===== src/design/srt_pkg.sv =====
// Shared types and codes for the session request table.
// Holds transfer structs, entry layout, controller states and command/status groups.
// No dependencies.
`timescale 1ns / 1ps

package srt_pkg;

    localparam logic [1:0] OP_STORE = 2'd0;
    localparam logic [1:0] OP_GET   = 2'd1;
    localparam logic [1:0] OP_CLEAR = 2'd2;

    localparam logic [1:0] STAT_OK      = 2'd0;
    localparam logic [1:0] STAT_INVALID = 2'd1;
    localparam logic [1:0] STAT_FULL    = 2'd2;
    localparam logic [1:0] STAT_MISSING = 2'd3;

    typedef struct packed {
        logic [1:0]  op;
        logic [31:0] session_key;
        logic [31:0] request_value;
    } srt_in_t;

    typedef struct packed {
        logic [1:0]  status;
        logic [31:0] request_out;
        logic        hit;
    } srt_out_t;

    typedef struct packed {
        logic [31:0] key;
        logic [31:0] req;
    } srt_entry_t;

    typedef enum logic [1:0] {
        S_IDLE,
        S_SCAN,
        S_COMMIT
    } srt_state_t;

    typedef struct packed {
        logic load;
        logic scan;
        logic commit;
    } srt_cmd_t;

    typedef struct packed {
        logic arg_bad;
        logic match;
        logic scan_done;
        logic out_busy;
    } srt_stat_t;

endpackage


===== src/design/srt_ram.sv =====
// Generic single-write, single-read RAM with registered read data.
// Depends on nothing.
`timescale 1ns / 1ps

module srt_ram #(
    parameter int WIDTH = 64,
    parameter int DEPTH = 32
) (
    input  logic                                    clk,
    input  logic                                    we,
    input  logic [(DEPTH > 1 ? $clog2(DEPTH) : 1)-1:0] waddr,
    input  logic [WIDTH-1:0]                        wdata,
    input  logic                                    re,
    input  logic [(DEPTH > 1 ? $clog2(DEPTH) : 1)-1:0] raddr,
    output logic [WIDTH-1:0]                        rdata
);

    logic [WIDTH-1:0] mem [DEPTH];
    logic [WIDTH-1:0] rdata_reg;

    always_ff @(posedge clk)
    begin
        if (we)
        begin
            mem[waddr] <= wdata;
        end
        if (re)
        begin
            rdata_reg <= mem[raddr];
        end
    end

    assign rdata = rdata_reg;

endmodule


===== src/design/srt_ctrl.sv =====
// Controller state machine for the session request table.
// Sequences load, scan and commit; depends on srt_pkg.
`timescale 1ns / 1ps

module srt_ctrl
    import srt_pkg::*;
(
    input  logic      clk,
    input  logic      rst_n,
    input  logic      op_valid,
    output logic      op_stall,
    input  srt_stat_t stat,
    output srt_cmd_t  cmd
);

    srt_state_t state_reg;
    srt_state_t state_next;

    always_ff @(posedge clk or negedge rst_n)
    begin
        if (!rst_n)
        begin
            state_reg <= S_IDLE;
        end
        else
        begin
            state_reg <= state_next;
        end
    end

    always_comb
    begin
        state_next = state_reg;
        case (state_reg)
            S_IDLE:
            begin
                if (op_valid)
                begin
                    state_next = S_SCAN;
                end
            end
            S_SCAN:
            begin
                if (stat.arg_bad || stat.match || stat.scan_done)
                begin
                    state_next = S_COMMIT;
                end
            end
            S_COMMIT:
            begin
                if (!stat.out_busy)
                begin
                    state_next = S_IDLE;
                end
            end
            default:
            begin
                state_next = S_IDLE;
            end
        endcase
    end

    always_comb
    begin
        cmd      = '0;
        op_stall = 1'b1;
        case (state_reg)
            S_IDLE:
            begin
                op_stall = 1'b0;
                cmd.load = op_valid;
            end
            S_SCAN:
            begin
                cmd.scan = !stat.arg_bad;
            end
            S_COMMIT:
            begin
                cmd.commit = !stat.out_busy;
            end
            default:
            begin
                cmd = '0;
            end
        endcase
    end

endmodule


===== src/design/srt_datapath.sv =====
// Datapath for the session request table: operand hold, scan counters, compare,
// entry valid bits, entry RAM and result register. Depends on srt_pkg and srt_ram.
`timescale 1ns / 1ps

module srt_datapath
    import srt_pkg::*;
#(
    parameter int ENTRIES = 32
) (
    input  logic      clk,
    input  logic      rst_n,
    input  srt_in_t   op_data,
    input  srt_cmd_t  cmd,
    output srt_stat_t stat,
    output logic      res_valid,
    input  logic      res_stall,
    output srt_out_t  res_data
);

    localparam int IDX_W = (ENTRIES > 1) ? $clog2(ENTRIES) : 1;
    localparam int CNT_W = $clog2(ENTRIES + 1);
    localparam logic [CNT_W-1:0] CNT_END = CNT_W'(ENTRIES);

    srt_in_t            in_reg;
    logic [CNT_W-1:0]   rd_idx_reg,    rd_idx_next;
    logic               pending_reg,   pending_next;
    logic [IDX_W-1:0]   cmp_idx_reg,   cmp_idx_next;
    logic               hit_reg,       hit_next;
    logic               have_free_reg, have_free_next;
    logic [IDX_W-1:0]   free_idx_reg,  free_idx_next;
    logic [IDX_W-1:0]   tgt_idx_reg,   tgt_idx_next;
    logic [31:0]        got_req_reg,   got_req_next;
    logic [ENTRIES-1:0] valid_reg,     valid_next;
    logic               out_valid_reg, out_valid_next;
    srt_out_t           result_reg,    result_next;

    srt_entry_t         rd_entry;
    srt_entry_t         wr_entry;
    logic               issue;
    logic               entry_valid;
    logic               key_hit;
    logic               match;
    logic               arg_bad;
    logic               ram_we;
    logic [IDX_W-1:0]   wr_idx;
    logic               do_store;
    logic               do_clear;

    srt_ram #(
        .WIDTH($bits(srt_entry_t)),
        .DEPTH(ENTRIES)
    ) u_ram (
        .clk   (clk),
        .we    (ram_we),
        .waddr (wr_idx),
        .wdata (wr_entry),
        .re    (issue),
        .raddr (rd_idx_reg[IDX_W-1:0]),
        .rdata (rd_entry)
    );

    assign arg_bad = (in_reg.session_key == 32'd0)
                  || (in_reg.op != OP_STORE && in_reg.op != OP_GET && in_reg.op != OP_CLEAR)
                  || (in_reg.op != OP_GET && in_reg.request_value == 32'd0);

    assign issue       = cmd.scan && (rd_idx_reg != CNT_END);
    assign entry_valid = valid_reg[cmp_idx_reg];
    assign key_hit     = entry_valid && (rd_entry.key == in_reg.session_key);
    assign match       = cmd.scan && pending_reg && key_hit
                      && (in_reg.op != OP_CLEAR || rd_entry.req == in_reg.request_value);

    assign do_store = cmd.commit && !arg_bad && (in_reg.op == OP_STORE)
                   && (hit_reg || have_free_reg);
    assign do_clear = cmd.commit && !arg_bad && (in_reg.op == OP_CLEAR) && hit_reg;
    assign ram_we   = do_store;
    assign wr_idx   = hit_reg ? tgt_idx_reg : free_idx_reg;
    assign wr_entry = '{key: in_reg.session_key, req: in_reg.request_value};

    always_comb
    begin
        rd_idx_next    = rd_idx_reg;
        pending_next   = pending_reg;
        cmp_idx_next   = cmp_idx_reg;
        hit_next       = hit_reg;
        have_free_next = have_free_reg;
        free_idx_next  = free_idx_reg;
        tgt_idx_next   = tgt_idx_reg;
        got_req_next   = got_req_reg;
        valid_next     = valid_reg;
        if (cmd.load)
        begin
            rd_idx_next    = '0;
            pending_next   = 1'b0;
            hit_next       = 1'b0;
            have_free_next = 1'b0;
        end
        if (cmd.scan)
        begin
            pending_next = issue;
            if (issue)
            begin
                cmp_idx_next = rd_idx_reg[IDX_W-1:0];
                rd_idx_next  = rd_idx_reg + CNT_W'(1);
            end
            if (pending_reg && !entry_valid && !have_free_reg)
            begin
                have_free_next = 1'b1;
                free_idx_next  = cmp_idx_reg;
            end
            if (match)
            begin
                hit_next     = 1'b1;
                tgt_idx_next = cmp_idx_reg;
                got_req_next = rd_entry.req;
            end
        end
        if (do_store)
        begin
            valid_next[wr_idx] = 1'b1;
        end
        if (do_clear)
        begin
            valid_next[tgt_idx_reg] = 1'b0;
        end
    end

    always_comb
    begin
        result_next = '{status: STAT_OK, request_out: 32'd0, hit: 1'b0};
        if (arg_bad)
        begin
            result_next.status = STAT_INVALID;
        end
        else
        begin
            case (in_reg.op)
                OP_STORE:
                begin
                    result_next.hit = hit_reg;
                    if (!hit_reg && !have_free_reg)
                    begin
                        result_next.status = STAT_FULL;
                    end
                end
                OP_GET:
                begin
                    result_next.hit = hit_reg;
                    if (hit_reg)
                    begin
                        result_next.request_out = got_req_reg;
                    end
                    else
                    begin
                        result_next.status = STAT_MISSING;
                    end
                end
                OP_CLEAR:
                begin
                    result_next.hit = hit_reg;
                end
                default:
                begin
                    result_next.status = STAT_INVALID;
                end
            endcase
        end
    end

    always_comb
    begin
        out_valid_next = out_valid_reg;
        if (out_valid_reg && !res_stall)
        begin
            out_valid_next = 1'b0;
        end
        if (cmd.commit)
        begin
            out_valid_next = 1'b1;
        end
    end

    always_ff @(posedge clk or negedge rst_n)
    begin
        if (!rst_n)
        begin
            rd_idx_reg    <= '0;
            pending_reg   <= 1'b0;
            hit_reg       <= 1'b0;
            have_free_reg <= 1'b0;
            valid_reg     <= '0;
            out_valid_reg <= 1'b0;
        end
        else
        begin
            rd_idx_reg    <= rd_idx_next;
            pending_reg   <= pending_next;
            hit_reg       <= hit_next;
            have_free_reg <= have_free_next;
            valid_reg     <= valid_next;
            out_valid_reg <= out_valid_next;
        end
    end

    always_ff @(posedge clk)
    begin
        if (cmd.load)
        begin
            in_reg <= op_data;
        end
        if (cmd.commit)
        begin
            result_reg <= result_next;
        end
        cmp_idx_reg  <= cmp_idx_next;
        free_idx_reg <= free_idx_next;
        tgt_idx_reg  <= tgt_idx_next;
        got_req_reg  <= got_req_next;
    end

    assign stat.arg_bad   = arg_bad;
    assign stat.match     = match;
    assign stat.scan_done = !pending_reg && (rd_idx_reg == CNT_END);
    assign stat.out_busy  = out_valid_reg && res_stall;

    assign res_valid = out_valid_reg;
    assign res_data  = result_reg;

endmodule


===== src/design/session_request_table_top.sv =====
// Session request table: store, get and clear of session-to-request pairs.
// Top level joining srt_ctrl and srt_datapath; depends on srt_pkg.
//
// Operations arrive on op_valid / op_stall / op_data; one result per operation
// leaves on res_valid / res_stall / res_data. A transfer happens at a clock edge
// with valid high and stall low.
// Each operation scans the entry RAM one entry per cycle through its single
// registered read port, stopping at the first match; an invalid argument skips
// the scan and goes straight to the result. The next operation is taken the
// cycle after the result is written to the output register.
// A result waiting under res_stall does not block the next operation's scan;
// only the write-back and result load wait until the output register frees.
// Reset marks every entry empty at once through per-entry valid bits and
// drops any pending operation and result.
`timescale 1ns / 1ps

module session_request_table_top
    import srt_pkg::*;
#(
    parameter int ENTRIES = 32
) (
    input  logic     clk,
    input  logic     rst_n,
    input  logic     op_valid,
    output logic     op_stall,
    input  srt_in_t  op_data,
    output logic     res_valid,
    input  logic     res_stall,
    output srt_out_t res_data
);

    srt_cmd_t  cmd;
    srt_stat_t stat;

    srt_ctrl u_ctrl (
        .clk      (clk),
        .rst_n    (rst_n),
        .op_valid (op_valid),
        .op_stall (op_stall),
        .stat     (stat),
        .cmd      (cmd)
    );

    srt_datapath #(
        .ENTRIES(ENTRIES)
    ) u_datapath (
        .clk       (clk),
        .rst_n     (rst_n),
        .op_data   (op_data),
        .cmd       (cmd),
        .stat      (stat),
        .res_valid (res_valid),
        .res_stall (res_stall),
        .res_data  (res_data)
    );

`ifndef SYNTH
    a_busy_after_transfer: assert property (
        @(posedge clk) disable iff (!rst_n)
        (op_valid && !op_stall) |=> op_stall
    ) else $error("operation taken while previous one in progress");

    a_commit_free_output: assert property (
        @(posedge clk) disable iff (!rst_n)
        cmd.commit |-> !(res_valid && res_stall)
    ) else $error("result overwritten while held");

    a_commit_gives_result: assert property (
        @(posedge clk) disable iff (!rst_n)
        cmd.commit |=> res_valid
    ) else $error("commit without result");
`endif

endmodule

===== config.mk =====
export PLATFORM = sky130hd
export DESIGN_NAME = session_request_table_top
export DESIGN_NICKNAME = d
export VERILOG_FILES = /design/src/design/srt_pkg.sv /design/src/design/srt_ram.sv /design/src/design/srt_ctrl.sv /design/src/design/srt_datapath.sv /design/src/design/session_request_table_top.sv
export SDC_FILE = /design/constraint.sdc
export NUM_CORES = 2
export LEC_CHECK = 0
export BUFFER_PORTS_ARGS = -buffer_cell sky130_fd_sc_hd__buf_2
export CORE_MARGIN = 2
export CORE_UTILIZATION = 51
export DETAILED_ROUTE_END_ITERATION = 7
export PLACE_DENSITY = 0.67
export SLEW_MARGIN = 20
export SYNTH_ARGS = -nofsm -noshare
export SYNTH_HDL_FRONTEND = slang
export SYNTH_SLANG_ARGS = --single-unit
export TNS_END_PERCENT = 20

===== constraint.sdc =====
create_clock -name clk -period 10.7 [get_ports clk]
set_input_delay 0.535 -clock clk [delete_from_list [all_inputs] [get_ports clk]]
set_output_delay 0.535 -clock clk [all_outputs]
set_load 0.05 [all_outputs]

* Word level (Yosys, flattened, before mapping)
Memory sizes are Yosys's and may differ from the RTL's. A register that Yosys moved wholly into a read port is not among the register bits. Cells that the tools add are included.
Storage, ports and cells: bits in registers 192, latch bits 0, memory bits (writable) 2048, bits in read-only memories 0, input bits 70, output and inout port bits 37, word-level logic and storage cells 126, memories 1
Cells by class: $add $sub $neg 1, multiply operators 0, div/mod/pow operators 0, magnitude comparators 5, equal/unequal tests 13, shifts and indexed selects 0, mux-type cells 35, bitwise logic cells 6, reduce and logical (&&, ||, !) cells 48
Memories:
- u_datapath.u_ram.mem | words 32, bits a word 64, read ports 1, clocked after Yosys merged registers in 1, write ports 1, RTL line srt_ram.sv:18 | logic [WIDTH-1:0] mem [DEPTH];
Operators by type and width (number):
- == test 32 bit | 2
- logical NOT 32 bit | 2
- 2-to-1 mux 32 bit | 2
- bitwise AND 32 bit | 1
- NOT 32 bit | 1
- bitwise OR 32 bit | 1
- logical AND 1 bit | 21
- 2-to-1 mux 1 bit | 19
- less-than comparator 5 x 6 -> 1 bit (second input constant) | 3
- 2-to-1 mux 6 bit | 3
- case mux 2 bit (3 select lines) | 2
- demux 1 bit (select 5 bit) | 2
- >= comparator 5 x 1 -> 1 bit (second input constant) | 2
- 2-to-1 mux 2 bit | 5
- logical NOT 1 bit | 7
- adder 6 x 1 -> 6 bit (second input constant) | 1
- == test 6 bit (second input constant) | 1
- logical OR 1 bit | 6
- != test 2 bit (second input constant) | 3
- != test 6 bit (second input constant) | 1
- AND reduction 2 bit | 3
- nonzero test 2 bit | 3
- OR reduction 3 bit | 2
- binary-select mux 1 bit (select 5 bit) | 1
- other kinds (8) | 14

* Logic depth before layout (Yosys ltp)
depth in word-level cells 14, gate-level depth with buffers 10, gate-level depth less buffers 7

* Hierarchy
Synthesis repeated with hierarchy kept, for this count alone.
Second synthesis, totals: cell total of the unflattened synthesis 3630, area total of the unflattened synthesis 87530.2 µm²
By module, submodules not included:
- srt_ram | instances 1, cells an instance 3097, area each 79605.1 µm², sequential area each 63420.8 µm²
- srt_datapath | instances 1, cells an instance 521, area each 7811.2 µm², sequential area each 5495.3 µm²
- srt_ctrl | instances 1, cells an instance 12, area each 113.9 µm², sequential area each 50.0 µm²

* Least setup slack after synthesis
Ideal clock, no wire load.
path type register to register, start register u_datapath.out_valid_reg (netlist: u_datapath.res_valid), end memory u_datapath.u_ram.mem[23][0] (enable), setup time 487 ps, arrival time 4667 ps, data required time 10213 ps, setup slack 5546 ps, stages on the path, launching flop included 8, buffers on the path 1, period minus slack after synthesis 5154 ps, cells stage by stage dfrtp_1 nand2_1 nor3b_1 o21ai_0 nor4_2 buf_2 nand2_1 nor2_1
On the way: longest elaborated chain between the ends 8
RTL lines:
- from (decl) | RTL line srt_datapath.sv:34 | logic out_valid_reg, out_valid_next;
- from (signal assigned) | RTL line srt_datapath.sv:200 | out_valid_reg <= out_valid_next;
- logical AND 1 bit | RTL line srt_datapath.sv:223 | assign stat.out_busy = out_valid_reg && res_stall;
- logical NOT 1 bit
- 2-to-1 mux 1 bit | RTL line srt_ctrl.sv:67 | case (state_reg)
- logical AND 1 bit (2 in a row) | RTL line srt_datapath.sv:72 | assign do_store = cmd.commit && !arg_bad && (in_reg.op == OP_STORE)
- logical AND 1 bit | RTL line srt_datapath.sv:73 | && (hit_reg || have_free_reg);
- 2-to-1 mux 1 bit | RTL line srt_ram.sv:23 | if (we)
- 2-to-1 mux 1 bit (implied by the code) | RTL line srt_ram.sv:25 | mem[waddr] <= wdata;
- to (decl) | RTL line srt_ram.sv:18
Every way passes these cells.

* Worst setup path after layout
start register u_datapath.in_reg[42] in the netlist's numbering, end memory u_datapath.u_ram.mem[8][55] (enable)
On the way: longest elaborated chain between the ends 9
RTL lines:
- from (decl) | RTL line srt_datapath.sv:24 | srt_in_t in_reg;
- from (signal assigned) | RTL line srt_datapath.sv:208 | in_reg <= op_data;
- logical NOT 32 bit | RTL line srt_datapath.sv:62 | assign arg_bad = (in_reg.session_key == 32'd0)
- logical OR 1 bit | RTL line srt_datapath.sv:63 | || (in_reg.op != OP_STORE && in_reg.op != OP_GET && in_reg.op != OP_CLEAR)
- logical OR 1 bit | RTL line srt_datapath.sv:64 | || (in_reg.op != OP_GET && in_reg.request_value == 32'd0);
- logical NOT 1 bit | RTL line srt_datapath.sv:72
- logical AND 1 bit (2 in a row) | RTL line srt_datapath.sv:72
- logical AND 1 bit | RTL line srt_datapath.sv:73
- 2-to-1 mux 1 bit | RTL line srt_ram.sv:23
- 2-to-1 mux 1 bit (implied by the code) | RTL line srt_ram.sv:25
Every way passes these cells.

==> results.toml <==
[outcome]
outcome = "complete, no violations"

[finish]
layout-drive-gt1-share = 0.319
multi_input_area_mm2 = 0.0178
antennaDiodeCount = 0
n_fill_cell = 11800
area_growth_pct = 13.4
nNetsFinal = 3974
largest_reg_flops = 2048
seqCellArea_mm2 = 0.0690

[worst_setup_path]
end_kind = "flip-flop"
cp_data_arrival_time_ns = 5.96
rr_startpoint = "u_datapath.in_reg[42]"
crit_path_cell_trace = "nor4_1 > and4_1 > and2_1 > nor4_4 > buf_4 > nand2_1 > nor2_4 > buf_4 > buf_4"
required_ns = 11.17
crit_path_start_kind = "flip-flop"
crit_fanout = 36
ff2ff_path_depth = 9
cp_common_cell = "buf_4"
slowest_delay_ns = 1.02
cp_slowest_cell = "edfxtp_1"
critPathKind = "flip-flop to flip-flop"
r2r_setup_slack_ns = 5.21
timing.rr.end = "u_datapath.u_ram.mem[8][55]"

[timing]
holdWs_ns = 0.284
tns_ns = 0
grt_setup_unrepaired = "no"
relSlewSlack = 0.222
worst_slew_pin_slew_ns = 1.17
finalSetupViolations = 0
finalClockSkew_ns = 0.0866
slew_violations = 0
fmax_mhz = 182
finalCriticalPeriod_ns = 5.49
hold_viol = 0
period_share = 0.513

[floorplan]
core_region_area_mm2 = 0.170
fp-row-count = 151
die_x_um = 418
die_y_um = 418
dieArea_mm2 = 0.175
io_pins = 107
initial_core_util = 0.514

[grt]
grtUsageTotal = 0.244
grt_overflow = 0
grt_pass1_vias = 40200
grt_start_max_net_pins = 149
grt_pass1_wl_mm = 300
grt_antenna_before_repair = 2

[clock_tree]
cts.sinks = 2304
root_buffer = "clkbuf_16"
hold_buffers = 68
cts_buffer_depth = 3
clk_pin_slew_ns = 0.07
insertion_delay_ns = 0.88
cts_inserted_buffers = 223
cts_tree = "built"
post_cts_buffers = 0
cts_resized = 0
cts_htree_levels = 4

[pwr]
comb_power_share = 0.204
leakagePower_uw = 0.0307
ir_worst_vdd_uv = 188
seqPwrFrac = 0.467
switching_share = 0.259
p_sw_uw = 6050
p_int_uw = 17300
p_clk_frac = 0.328
p_per_area_mw_per_mm2 = 236

[yosys]
synth-edff-count = 2260
synth-main-ff-cell = "edfxtp_1"
synth_area_leaders = "edfxtp_1, mux4_2, dfrtp_1"
syn_area_mm2 = 0.0874
synth_area_per_cell_um2 = 24.7
synth_area_leader_cell = "edfxtp_1"
synthCells = 3542
yosysSeqAreaShare = 0.789
synthTopCellsByCount = "edfxtp_1, mux4_2, clkbuf_1"
ys_async_sr_fraction = 0.0191
ys_warn_count = 0
synth_seq_cells = 2304
yosysUniqueCellTypes = 47
syn_nets = 3614
yosysMostFrequentCell = "edfxtp_1"
synth_top_cell_area_share = 0.777

[route]
drtIter0Drc = 5695
drt_first_pass_iters = 6
drc = 0
routed_wl_mm = 211
final_antenna_net_count = 0
vias = 40100
vias_per_cell = 6.36
routedWlPerCell_um = 33.5

[place]
gp_congestion = 0.794
io_buffers = 106
dpl.hpwl_mm = 103

[min_path]
hp-class = "input port to async pin"

[flow_run]
drv_cap = 0
[critical path: cells and delay by family, from the launching register on]
family	cells	cell delay (ns)
buf+inv	3	1.62
flops	1	1.02
simple gates	6	2.35
[how the worst max path moves through the flow]
stage	slack [ns]	start	endpoint
2_1_floorplan	5.55	u_datapath.res_valid	u_datapath.u_ram.mem[23][0]
3_3_place_gp	5.42	u_datapath.in_reg[33]	u_datapath.u_ram.mem[8][45]
3_5_place_dp	5.33	u_datapath.in_reg[33]	u_datapath.u_ram.mem[8][45]
4_1_cts	5.26	u_datapath.in_reg[42]	u_datapath.u_ram.mem[8][45]
5_1_grt	5.01	u_datapath.in_reg[42]	u_datapath.u_ram.mem[8][49]
6_report	5.21	u_datapath.in_reg[42]	u_datapath.u_ram.mem[8][55]
[cells by family (layout without fill, tap and decap cells)]
| family | Yosys count | after routing | synth area share |
|---|---|---|---|
| buffers and inverters | 180 | 719 | 0.00910 |
| DFF | 2304 | 2304 | 0.789 |
| and+or+nand+nor | 198 | 198 | 0.0128 |
| muxes | 723 | 723 | 0.177 |
| AOI/OAI and AO/OA | 70 | 70 | 0.00523 |
| adders and majority gates | 2 | 2 | 0.000286 |
| xor gates and xnor gates | 65 | 65 | 0.00652 |
[area by class of cell]
type                            count  share of cell area
Sequential cell                  2304               0.697
Timing Repair Buffer              302              0.0231
Clock inverter                    132              0.0129
Tap cell                         2218              0.0280
Multi-Input combinational cell   1058               0.180
Inverter                           13            0.000568
Clock buffer                      272              0.0588
[placed cells by master (no fill, tap or decap), types with 5 or more instances in the layout]
cell type | netlist | final
nand4_1 | 7 | 7
buf_12 | 0 | 7
clkinv_2 | 0 | 39
a2bb2oi_1 | 12 | 12
and2_1 | 35 | 35
mux4_2 | 648 | 648
bufinv_16 | 0 | 19
nor2_1 | 38 | 17
dlygate4sd3_1 | 0 | 68
clkbuf_1 | 83 | 45
buf_2 | 35 | 105
xor2_1 | 64 | 64
mux2i_1 | 9 | 9
dfrtp_1 | 44 | 39
inv_6 | 0 | 5
a31oi_1 | 20 | 20
dfrtp_4 | 0 | 5
edfxtp_1 | 2260 | 2260
nand2_1 | 25 | 25
nor2_4 | 0 | 20
and3_4 | 0 | 12
a21oi_1 | 22 | 21
mux2_2 | 66 | 66
nor2b_1 | 7 | 7
buf_4 | 14 | 120
clkinv_1 | 0 | 53
clkinvlp_4 | 0 | 5
inv_1 | 13 | 10
nor4_1 | 41 | 41
clkbuf_16 | 0 | 225
[per-layer routing]
layer / part of all wire / global-route usage / up-vias / wire, um
li1: - / - / 16000 / -
met1: 0.40 / 0.347 / 21800 / 84500
met2: 0.50 / 0.397 / 1931 / 105000
met3: 0.075 / 0.0379 / 327 / 15800
met4: 0.028 / 0.0732 / 0 / 5880
met5: 0 / 0 / - / 0
[power groups by stage]
stage / combinational (uW) / sequential [uW] / clock, uW
2_1_floorplan: 3550 / 11000 / 0
3_3_place_gp: 4800 / 11100 / 0
3_5_place_dp: 4830 / 11100 / 0
4_1_cts: 4860 / 10900 / 7760
5_1_grt: 5070 / 10900 / 8100
6_report: 4770 / 10900 / 7670
[through the flow]
stage / util / total power (uW) / setup WS (ns) / instance area, um^2 / std cells
6_report: 0.583 / 23300 / 5.21 / 99000 / 6299
5_1_grt: 0.583 / 24100 / 5.01 / 99000 / 6299
4_1_cts: 0.583 / 23500 / 5.26 / 99000 / 6298
3_5_place_dp: 0.537 / 15900 / 5.33 / 91200 / 5826
3_3_place_gp: 0.537 / 15900 / 5.42 / 91200 / 5826
2_1_floorplan: - / 14600 / 5.55 / 87400 / 3542
(Power assumes the default switching activity.)
